==> config.mk <==
export PLATFORM = sky130hd
export DESIGN_NAME = sar_joystick_adc_controller
export DESIGN_NICKNAME = d
export VERILOG_FILES = /design/src/rtl/sjac_pkg.sv /design/src/rtl/sjac_core.sv /design/src/rtl/sjac_skid.sv /design/src/rtl/sar_joystick_adc_controller.sv
export SDC_FILE = /design/constraint.sdc
export NUM_CORES = 1
export LEC_CHECK = 0
export BUFFER_PORTS_ARGS = -buffer_cell sky130_fd_sc_hd__buf_2
export CORE_UTILIZATION = 63
export DETAILED_ROUTE_END_ITERATION = 6
export PLACE_DENSITY = 0.84
export SLEW_MARGIN = 20
export SYNTH_ARGS = -nofsm -noshare
export SYNTH_HDL_FRONTEND = slang
export SYNTH_SLANG_ARGS = --single-unit
==> constraint.sdc <==
create_clock -name clock -period 6.4 [get_ports clock]
set_clock_uncertainty 0.2 [all_clocks]
set_input_delay 0.32 -clock clock [delete_from_list [all_inputs] [get_ports clock]]
set_output_delay 0.32 -clock clock [all_outputs]
set_load 0.02 [all_outputs]
==> src/rtl/sjac_pkg.sv <==
// Shared types and constants for the joystick SAR conversion controller.
package sjac_pkg;

   localparam logic [7:0] SAR_MID      = 8'h80;
   localparam logic [6:0] SAR_FIRST    = 7'h40;
   localparam logic [6:0] SAR_LAST     = 7'h02;
   localparam logic [7:0] SAR_STROBE   = 8'h02;
   localparam logic [7:0] SAR_PREV_RST = 8'hff;
   localparam logic [3:0] SAR_PASS_RST = 4'd10;
   localparam logic [2:0] SAR_MAX_AXIS = 3'd3;

   typedef enum logic {
      ACTION_START   = 1'b0,
      ACTION_COMPARE = 1'b1
   } action_type;

   typedef struct packed {
      logic [7:0] dac_word;
      logic [1:0] mux_select;
      logic       muted;
      logic       done_res;
      logic [5:0] sample;
   } sjac_result_type;

endpackage

==> src/rtl/sjac_core.sv <==
// Conversion state and per-item result logic of the SAR controller.
module sjac_core import sjac_pkg::*; (
   input  logic            clock,
   input  logic            reset,
   input  logic            cfg_write,
   input  logic [3:0]      cfg_max_passes,
   input  logic            item_accept,
   input  logic            item_action,
   input  logic [2:0]      item_axis,
   input  logic            item_comparator,
   output logic            result_push,
   output sjac_result_type result
);

   logic       busy_ff, busy_in;
   logic [7:0] approx_ff, approx_in;
   logic [6:0] step_ff, step_in;
   logic [7:0] prev_ff, prev_in;
   logic [3:0] pass_ff, pass_in;
   logic [1:0] axis_ff, axis_in;
   logic [3:0] max_passes_ff;

   logic [7:0] trial;
   logic [3:0] pass_next;
   logic [3:0] limit;
   logic       finish;

   always_ff @(posedge clock) begin
      if (reset) begin
         max_passes_ff <= SAR_PASS_RST;
      end else if (cfg_write) begin
         max_passes_ff <= cfg_max_passes;
      end
   end

   always_comb begin
      trial     = item_comparator ? approx_ff + {1'b0, step_ff}
                                  : approx_ff - {1'b0, step_ff};
      pass_next = pass_ff + 4'd1;
      limit     = (max_passes_ff == 4'd0) ? 4'd1 : max_passes_ff;
      finish    = (trial == prev_ff) || (pass_next >= limit);
   end

   always_comb begin
      busy_in     = busy_ff;
      approx_in   = approx_ff;
      step_in     = step_ff;
      prev_in     = prev_ff;
      pass_in     = pass_ff;
      axis_in     = axis_ff;
      result_push = 1'b0;
      result      = '0;
      if (item_accept) begin
         unique case (action_type'(item_action))
            ACTION_START: begin
               result_push = 1'b1;
               if (item_axis > SAR_MAX_AXIS) begin
                  busy_in         = 1'b0;
                  result.done_res = 1'b1;
               end else begin
                  busy_in           = 1'b1;
                  axis_in           = item_axis[1:0];
                  approx_in         = SAR_MID;
                  step_in           = SAR_FIRST;
                  prev_in           = SAR_PREV_RST;
                  pass_in           = 4'd0;
                  result.dac_word   = SAR_MID | SAR_STROBE;
                  result.mux_select = item_axis[1:0];
                  result.muted      = 1'b1;
               end
            end
            ACTION_COMPARE: begin
               if (busy_ff) begin
                  result_push       = 1'b1;
                  result.mux_select = axis_ff;
                  if (step_ff > SAR_LAST) begin
                     approx_in       = trial;
                     step_in         = step_ff >> 1;
                     result.dac_word = trial | SAR_STROBE;
                     result.muted    = 1'b1;
                  end else begin
                     pass_in = pass_next;
                     if (finish) begin
                        busy_in         = 1'b0;
                        approx_in       = trial;
                        result.done_res = 1'b1;
                        result.sample   = trial[7:2];
                     end else begin
                        prev_in         = trial;
                        approx_in       = SAR_MID;
                        step_in         = SAR_FIRST;
                        result.dac_word = SAR_MID | SAR_STROBE;
                        result.muted    = 1'b1;
                     end
                  end
               end
            end
            default: begin
               result_push = 1'b0;
            end
         endcase
      end
   end

   always_ff @(posedge clock) begin
      if (reset) begin
         busy_ff   <= 1'b0;
         approx_ff <= SAR_MID;
         step_ff   <= SAR_FIRST;
         prev_ff   <= SAR_PREV_RST;
         pass_ff   <= 4'd0;
         axis_ff   <= 2'd0;
      end else begin
         busy_ff   <= busy_in;
         approx_ff <= approx_in;
         step_ff   <= step_in;
         prev_ff   <= prev_in;
         pass_ff   <= pass_in;
         axis_ff   <= axis_in;
      end
   end

endmodule

==> src/rtl/sjac_skid.sv <==
// Result register with one skid entry between the controller and the result channel.
module sjac_skid import sjac_pkg::*; (
   input  logic            clock,
   input  logic            reset,
   input  logic            push,
   input  sjac_result_type push_data,
   output logic            full,
   output logic            out_valid,
   input  logic            out_stall,
   output sjac_result_type out_data
);

   logic            out_valid_ff, out_valid_in;
   logic            skid_valid_ff, skid_valid_in;
   sjac_result_type out_ff, out_in;
   sjac_result_type skid_ff, skid_in;
   logic            drain;

   always_comb begin
      drain         = out_valid_ff && !out_stall;
      out_valid_in  = out_valid_ff;
      skid_valid_in = skid_valid_ff;
      out_in        = out_ff;
      skid_in       = skid_ff;
      if (skid_valid_ff) begin
         if (drain) begin
            out_in        = skid_ff;
            skid_valid_in = 1'b0;
         end
      end else if (push) begin
         if (!out_valid_ff || drain) begin
            out_in       = push_data;
            out_valid_in = 1'b1;
         end else begin
            skid_in       = push_data;
            skid_valid_in = 1'b1;
         end
      end else if (drain) begin
         out_valid_in = 1'b0;
      end
   end

   always_ff @(posedge clock) begin
      if (reset) begin
         out_valid_ff  <= 1'b0;
         skid_valid_ff <= 1'b0;
      end else begin
         out_valid_ff  <= out_valid_in;
         skid_valid_ff <= skid_valid_in;
      end
      out_ff  <= out_in;
      skid_ff <= skid_in;
   end

   assign full      = skid_valid_ff;
   assign out_valid = out_valid_ff;
   assign out_data  = out_ff;

endmodule

==> src/rtl/sar_joystick_adc_controller.sv <==
// Top level of the joystick successive-approximation conversion controller.
//
// Request channel (req_): action 0 starts a conversion of req_axis, action 1
// carries the comparator answer for the last DAC word. Axes above three end
// at once with a done item holding sample 0.
// Response channel (rsp_): one item per start and per comparator answer while
// a conversion runs; the next DAC word with strobe bit 1 set, or, with
// rsp_done_res high, the finished six-bit sample.
// csr_: writes max_passes; always ready, write only while idle.
// A response is registered in the response register, or in the skid entry.
// Throughput: one request per cycle while req_stall is low; each answer
// needs one 8-bit add or subtract and step, trial and pass-count compares.
// The response register has one skid entry behind it, so a request is still
// taken while a response waits; req_stall rises only once both are full.
// A stalled response holds its payload.
// Reset: no conversion running, max_passes 10, no response pending.
module sar_joystick_adc_controller import sjac_pkg::*; (
   input  logic       clock,
   input  logic       reset,
   input  logic       req_valid,
   output logic       req_stall,
   input  logic       req_action,
   input  logic [2:0] req_axis,
   input  logic       req_comparator,
   output logic       rsp_valid,
   input  logic       rsp_stall,
   output logic [7:0] rsp_dac_word,
   output logic [1:0] rsp_mux_select,
   output logic       rsp_muted,
   output logic       rsp_done_res,
   output logic [5:0] rsp_sample,
   input  logic       csr_valid,
   output logic       csr_ready,
   input  logic [3:0] csr_max_passes
);

   logic            accept;
   logic            push;
   logic            full;
   sjac_result_type push_data;
   sjac_result_type out_data;

   assign csr_ready = 1'b1;
   assign req_stall = full;
   assign accept    = req_valid && !full;

   sjac_core u_core (
      .clock           (clock),
      .reset           (reset),
      .cfg_write       (csr_valid && csr_ready),
      .cfg_max_passes  (csr_max_passes),
      .item_accept     (accept),
      .item_action     (req_action),
      .item_axis       (req_axis),
      .item_comparator (req_comparator),
      .result_push     (push),
      .result          (push_data)
   );

   sjac_skid u_skid (
      .clock     (clock),
      .reset     (reset),
      .push      (push),
      .push_data (push_data),
      .full      (full),
      .out_valid (rsp_valid),
      .out_stall (rsp_stall),
      .out_data  (out_data)
   );

   assign rsp_dac_word   = out_data.dac_word;
   assign rsp_mux_select = out_data.mux_select;
   assign rsp_muted      = out_data.muted;
   assign rsp_done_res   = out_data.done_res;
   assign rsp_sample     = out_data.sample;

   a_stall_needs_pending: assert property (@(posedge clock) disable iff (reset)
      req_stall |-> rsp_valid)
      else $error("request stalled with no response pending");

   a_done_quiet: assert property (@(posedge clock) disable iff (reset)
      (rsp_valid && rsp_done_res) |-> (rsp_dac_word == 8'd0 && !rsp_muted))
      else $error("done response drives DAC or mute");

   a_step_strobe: assert property (@(posedge clock) disable iff (reset)
      (rsp_valid && !rsp_done_res) |-> (rsp_dac_word[1] && rsp_muted && rsp_sample == 6'd0))
      else $error("step response lacks strobe or mute");

   a_reset_empty: assert property (@(posedge clock)
      $past(reset) |-> !rsp_valid)
      else $error("response valid right after reset");

endmodule
==> results of run 1 <==
worst max-delay path, stage by stage (launching register included):
cell and delay (ns):
dfxtp_1 0.38, nor4_1 0.52, a21oi_1 0.16, xnor2_1 0.16, ha_1 0.46, xor2_1 0.21, nor2_1 0.08, or4_1 0.54
or4_4 0.56, o41ai_2 0.33, nand2_1 0.37, o21ai_0 0.30
flip-flops by register name, summed over array words and instances, names as in the netlist:
register              flops
u_core.busy_ff            1
u_skid.full               1
u_skid.out_valid          1
u_core.axis_ff            2
u_skid.out_data          17
u_skid.skid_ff           17
u_core.pass_ff            4
u_core.max_passes_ff      4
u_core.step_ff            7
u_core.approx_ff          8
u_core.prev_ff            8
per-stage QoR:
step / total power, uW / setup slack (ns)
3_5_place_dp: 566 / 2.05
6_report: 939 / 1.96
4_1_cts: 945 / 2.02
2_1_floorplan: 544 / 2.34
5_1_grt: 970 / 1.79
3_3_place_gp: 563 / 2.23
kinds of logic (layout without fill, tap and decap cells):
logic type	after synthesis	after routing
other	1	1
and+or+nand+nor	105	105
xor gates and xnor gates	23	23
adders and majority gates	15	15
AOI/OAI and AO/OA	93	93
muxes	4	4
buffers and inverters	36	69
DFF	70	70
cell usage after synthesis, types with 4 or more instances:
| library cell | count | share of area [%] |
|---|---|---|
| a211oi_1 | 4 | 0.85 |
| nor3_1 | 8 | 1.1 |
| dfxtp_1 | 36 | 20 |
| o211ai_1 | 4 | 0.85 |
| nand2_1 | 27 | 2.9 |
| a22o_1 | 7 | 1.7 |
| inv_1 | 18 | 1.9 |
| o21ai_1 | 4 | 0.57 |
| clkbuf_1 | 13 | 1.4 |
| nand3_1 | 8 | 1.1 |
| xor2_1 | 9 | 2.2 |
| o21ai_0 | 11 | 1.6 |
| nor2b_1 | 4 | 0.71 |
| xnor2_1 | 13 | 3.2 |
| o32a_1 | 8 | 2.3 |
| a21o_1 | 9 | 1.9 |
| a21oi_1 | 24 | 3.4 |
| edfxtp_1 | 34 | 29 |
| ha_1 | 14 | 5.0 |
| nor2_1 | 30 | 3.2 |
worst max path at each step:
| stage | end | cells past startpoint |
|---|---|---|
| finish | u_skid.out_data[3]$_DFFE_PP_ | 11 |
| global route | u_skid.out_data[3]$_DFFE_PP_ | 11 |
| CTS | u_skid.out_data[3]$_DFFE_PP_ | 11 |
| detailed placement | u_skid.out_data[3]$_DFFE_PP_ | 11 |
| global placement | u_skid.out_data[17]$_DFFE_PP_ | 11 |
| floorplan | u_skid.out_data[17]$_DFFE_PP_ | 13 |
final cells by class:
cell class	instances	area (um2)	area share, %
clock buffer	11	153	3.88
clock inverter	5	63.8	1.62
inverter	18	67.6	1.72
multi-input combinational	241	1640	41.7
sequential	70	1740	44.2
tap	70	87.6	2.22
timing repair buffer	35	183	4.64
metal layers:
metal  vias up  global-route usage (%)  part of all wire [%]
li1       1323                       -                     -
met1      1298                    37.2                    45
met2       125                    42.5                    47
met3        12                    5.83                   6.8
met4         0                    7.12                   1.5
met5         -                       0                     0
power by group through the flow:
stage / clock network [uW] / logic, uW / registers (uW)
3_5_place_dp: 0 / 68.1 / 498
6_report: 383 / 69.3 / 487
3_3_place_gp: 0 / 65.9 / 497
5_1_grt: 406 / 75.3 / 489
2_1_floorplan: 0 / 40.3 / 504
4_1_cts: 389 / 69.0 / 487
what timing repair did:
action                                  4_1_cts  5_1_grt
endpoints found under the setup margin        0        0
gates resized for setup                       0        0
hold buffers                                  1        0
endpoints found under the hold margin         1        0
==> impl_metrics.toml, run 1 <==
[timing]
fin_tns_setup_ns = 0
fin_crit_ns = 4.44
max_slew.worst_pin.slew_ns = 0.881
slew_viol_final = 0
rsz0062_at_grt = "false"
fmax_mhz = 225
fin_crit_sh_pct = 69.4
final_hold_viol_count = 0
relSlewSlack_pct = 40.8
setup_violations = 0
hold_slack_ns = 0.0227

[cts]
cts_root_buf = "clkbuf_8"
numCtsBuffers = 9
clk_path_buf_depth = 2
clk_pin_slew_ns = 0.08
cts_tree = "yes"
cts.sinks = 70
clk_latency_ns = 0.34
htreeDepth = 3
post-cts-setup-buffer-count = 0

[status]
status = "finished clean"

[critical_path]
reg2reg_from = "u_core.step_ff[2]$_SDFFE_PP0P_"
arrival_ns = 4.41
r2r_setup_slack_ns = 1.96
cp-start-kind = "flip-flop"
r2r-end = "u_skid.out_data[3]$_DFFE_PP_"
critPathMaxFanout = 14
rr_worst_depth = 11
path_class = "flip-flop to flip-flop"
crit_start = "u_core.step_ff[2]$_SDFFE_PP0P_"
cp.required_ns = 6.37
cp-end-kind = "flip-flop"

[cells_and_area]
final_cell_mix = "dfxtp_1, edfxtp_1, buf_2"
drive_gt1_share_pct = 15.0
num_antenna_cells = 0
nFillCells = 336
area_delta_synth_final_pct = 11.6
final_common_cell = "dfxtp_1"
fin_util_pct = 75.2
final_nets = 404
final_area_mm2 = 0.00394
fin_cells = 450

[global_route]
grt_pass1_vias = 2521
grt_pass1_wl_um = 12300
globalRouteOverflowTotal = 0
grt_antenna_before_repair = 0
track_usage_pct = 26.8
grt_max_degree = 29

[power]
internal_power_uw = 712
p_leak_uw = 0.00167
pwr-share-clk_pct = 40.7
ir_worst_vdd_v = 0.000166
seqPwrFrac_pct = 51.9
p_sw_uw = 227
cellPowerDensity_mw_per_mm2 = 238
comb_power_share_pct = 7.4
p_sw_share_pct = 24.2

[logic_synthesis]
synth-async-reset-ratio_pct = 0
synthFlopType = "dfxtp_1"
syn_area_per_cell_um2 = 10.2
synth-xor-area-share_pct = 6.13
synth-seq-cells = 70
yosysUniqueCellTypes = 61
synth_nets = 376
synth.area.mux_share_pct = 1.20
synth_edf_count = 34
yosysWarnings = 0
synthCells = 347
synth_top_family_by_area = "compound AO/OA/AOI/OAI gates"
yosysSeqAreaShare_pct = 49.3
synth_fa_ha_area_share_pct = 5.53
yosys.area_share.simple_pct = 15.0
synth_compound_area_share_pct = 18.5
synth.cell_area_mm2 = 0.00353

[detailed_routing]
vias = 2758
dr.pass1.iters = 5
wire_per_inst_um = 16.5
drc = 0
wirelength_um = 7440
antenna_left = 0
viasPerCell = 6.13
drt-initial-drc-count = 227

[placement]
dp_hpwl_um = 5300
dpl.cell_count = 433
postPlaceCellArea_mm2 = 0.00371
globalplace.congestion = 0.951
portBuffers = 33

[min_path]
min_from = "csr_max_passes[1]"
min_to = "u_core.max_passes_ff[1]$_SDFFE_PP1P_"
min_delay_path_depth = 3
min_path_type = "primary input to flip-flop"

[floorplan]
initial_core_util_pct = 67.4
io_pins = 35
dieHeight_um = 76.9
core-area_mm2 = 0.00524
fp.dieW_um = 76.9
die-area_mm2 = 0.00591
num_rows = 26

[run]
drv_cap = 0
No activity file was read; power rests on OpenSTA's default activity.
==> run 2: changes to the inputs <==
CORE_UTILIZATION = 59   (was 63)
PLACE_DENSITY = 0.8   (was 0.84)
clock period = 4.4 ns   (was 6.4 ns; I/O delays follow)
==> run 2 against run 1 <==
Register-to-register slack got worse by 1.8 ns. Critical endpoint is now u_skid.out_data[11]$_DFFE_PP_. Die area rose by 6.6%. Sequential cell count did not move. Largest cell class unchanged. Sequential share of layout area shrank 1.2 points. Setup slack worse by 1.8 ns.
==> impl_metrics.toml, run 2 (synthesized netlist as in run 1, its figures left out) <==
[critical_path]
cp.required_ns = 4.27
crit_top_cell = "inv_1"
path_class = "flip-flop to flip-flop"
r2r-end = "u_skid.out_data[11]$_DFFE_PP_"
endpoint = "u_skid.out_data[11]$_DFFE_PP_"
slowest_stage = "or4_4"
crit_start = "u_core.step_ff[1]$_SDFFE_PP0P_"
arrival_ns = 4.12
crit_chain = "inv_1 -> ha_1 -> mux2_2 -> inv_1 -> fa_1 -> xnor2_1 -> or4_1 -> or4_4 -> o41a_1 -> o21ai_1 -> nand2_1"
r2r_setup_slack_ns = 0.15
critPathMaxFanout = 5
cp-start-kind = "flip-flop"
cp-end-kind = "flip-flop"
max_stage_delay_ns = 0.57
rr_worst_depth = 11
reg2reg_from = "u_core.step_ff[1]$_SDFFE_PP0P_"

[timing]
slew_viol_final = 0
rsz0062_at_grt = "false"
fin_tns_setup_ns = 0
fmax_mhz = 235
max_slew.worst_pin.slew_ns = 1.04
final_hold_viol_count = 0
fin_crit_ns = 4.25
relSlewSlack_pct = 29.9
fin_crit_sh_pct = 96.6
setup_violations = 0

[cells_and_area]
nFillCells = 410
drive_gt1_share_pct = 15.9
fin_util_pct = 71.7
area_delta_synth_final_pct = 14.6
final_cell_mix = "dfxtp_1, edfxtp_1, buf_2"
num_antenna_cells = 0
final_common_cell = "dfxtp_1"
final_nets = 415

[power]
p_sw_share_pct = 23.5
ir_worst_vdd_v = 0.000266
cellPowerDensity_mw_per_mm2 = 334
pwr-share-clk_pct = 39.4
internal_power_uw = 1030
seqPwrFrac_pct = 52.5
p_sw_uw = 317
p_leak_uw = 0.00171
comb_power_share_pct = 8.1

[detailed_routing]
top_layer_used = "met4"
routedLengthMet1_um = 3480
vias = 2825
wl_met2_um = 3680
drt-initial-drc-count = 208
wire_per_inst_um = 17.1
drc = 0
antenna_left = 0
viasPerCell = 6.10
met3_length_um = 510
dr.pass1.iters = 4
wirelength_um = 7920

[global_route]
grt_pass1_vias = 2655
track_usage_pct = 27.4
grt_pass1_wl_um = 12900
globalRouteOverflowTotal = 0
grt_antenna_before_repair = 0
grt_max_degree = 29

[placement]
portBuffers = 33
dp_hpwl_um = 5370
globalplace.congestion = 0.934

[min_path]
min_path_type = "primary input to flip-flop"
min_delay_path_depth = 3

[cts]
cts.sinks = 70
cts_tree = "yes"
post-cts-setup-buffer-count = 0
cts_root_buf = "clkbuf_8"
numCtsBuffers = 9
clk_pin_slew_ns = 0.08
clk_path_buf_depth = 2
clk_latency_ns = 0.34
htreeDepth = 3

[floorplan]
io_pins = 35
die-area_mm2 = 0.00630
core-area_mm2 = 0.00564
dieHeight_um = 79.4
num_rows = 27
initial_core_util_pct = 62.6
fp.dieW_um = 79.4

[run]
drv_cap = 0

[status]
status = "finished clean"
run 2: cell types whose count changed in the layout (fill, tap and decap cells not counted), moves of 2 or more:
cell	previous run	this run
buf_4	1	3
inv_6	2	0
clkbuf_8	9	11
dlygate4sd3_1	1	10
clkinv_2	0	2
run 2: worst max-delay path, delay by kind of cell, from the launching register on:
| family | cells | cell delay, ns |
|---|---|---|
| AOI/OAI and AO/OA | 2 | 0.82 |
| xor gates and xnor gates | 1 | 0.15 |
| adders and majority gates | 2 | 0.76 |
| buffers and inverters | 2 | 0.22 |
| DFF | 1 | 0.42 |
| muxes | 1 | 0.28 |
| and+or+nand+nor | 3 | 1.14 |
run 2: area by class of cell:
class	count	area, um2	share of cell area (%)
Clock buffer	11	151	3.74
Clock inverter	5	57.6	1.42
Inverter	18	67.6	1.67
Multi-Input combinational cell	241	1650	40.8
Sequential cell	70	1740	43.0
Tap cell	72	90.1	2.23
Timing Repair Buffer	46	288	7.11
run 2: worst min-delay path by stage:
stage                       from                                    to  slack (ns)
2_1_floorplan  csr_max_passes[1]  u_core.max_passes_ff[1]$_SDFFE_PP1P_        0.15
3_3_place_gp   csr_max_passes[1]  u_core.max_passes_ff[1]$_SDFFE_PP1P_        0.24
3_5_place_dp   csr_max_passes[1]  u_core.max_passes_ff[1]$_SDFFE_PP1P_        0.24
4_1_cts                csr_valid  u_core.max_passes_ff[2]$_SDFFE_PP0P_       0.007
5_1_grt                rsp_stall                u_skid.full$_SDFF_PP0_        0.03
6_report               rsp_stall                u_skid.full$_SDFF_PP0_        0.03
run 2: metal layers:
metal | vias up | GRT usage (%)
li1 | 1341 | -
met1 | 1331 | 36.8
met2 | 124 | 41.3
met3 | 29 | 7.36
met4 | 0 | 12.2
met5 | - | 0
run 2: repair_timing:
item                       4_1_cts  5_1_grt
setup endpoints to repair        0       12
gates resized for setup          0        2
hold endpoints to repair         8        0
hold buffers                    10        0
run 2: per-stage QoR:
| step | worst slack [ns] | std cells | hold slack (ns) | total power, uW | instance area (um2) |
|---|---|---|---|---|---|
| 6_report | 0.149 | 463 | 0.0262 | 1350 | 4050 |
| 5_1_grt | 0.0214 | 463 | 0.0343 | 1400 | 4050 |
| 4_1_cts | 0.103 | 463 | 0.00675 | 1350 | 4040 |
| 3_5_place_dp | 0.136 | 437 | 0.244 | 823 | 3730 |
| 3_3_place_gp | 0.213 | 437 | 0.239 | 820 | 3730 |
| 2_1_floorplan | 0.341 | 347 | 0.150 | 792 | 3530 |
run 2: power groups by stage:
| stage | registers [uW] | clock network, uW | logic [uW] |
|---|---|---|---|
| finish | 708 | 532 | 110 |
| global route | 710 | 567 | 120 |
| CTS | 708 | 536 | 108 |
| detailed placement | 723 | 0 | 100 |
| global placement | 722 | 0 | 97.3 |
| floorplan | 733 | 0 | 58.7 |
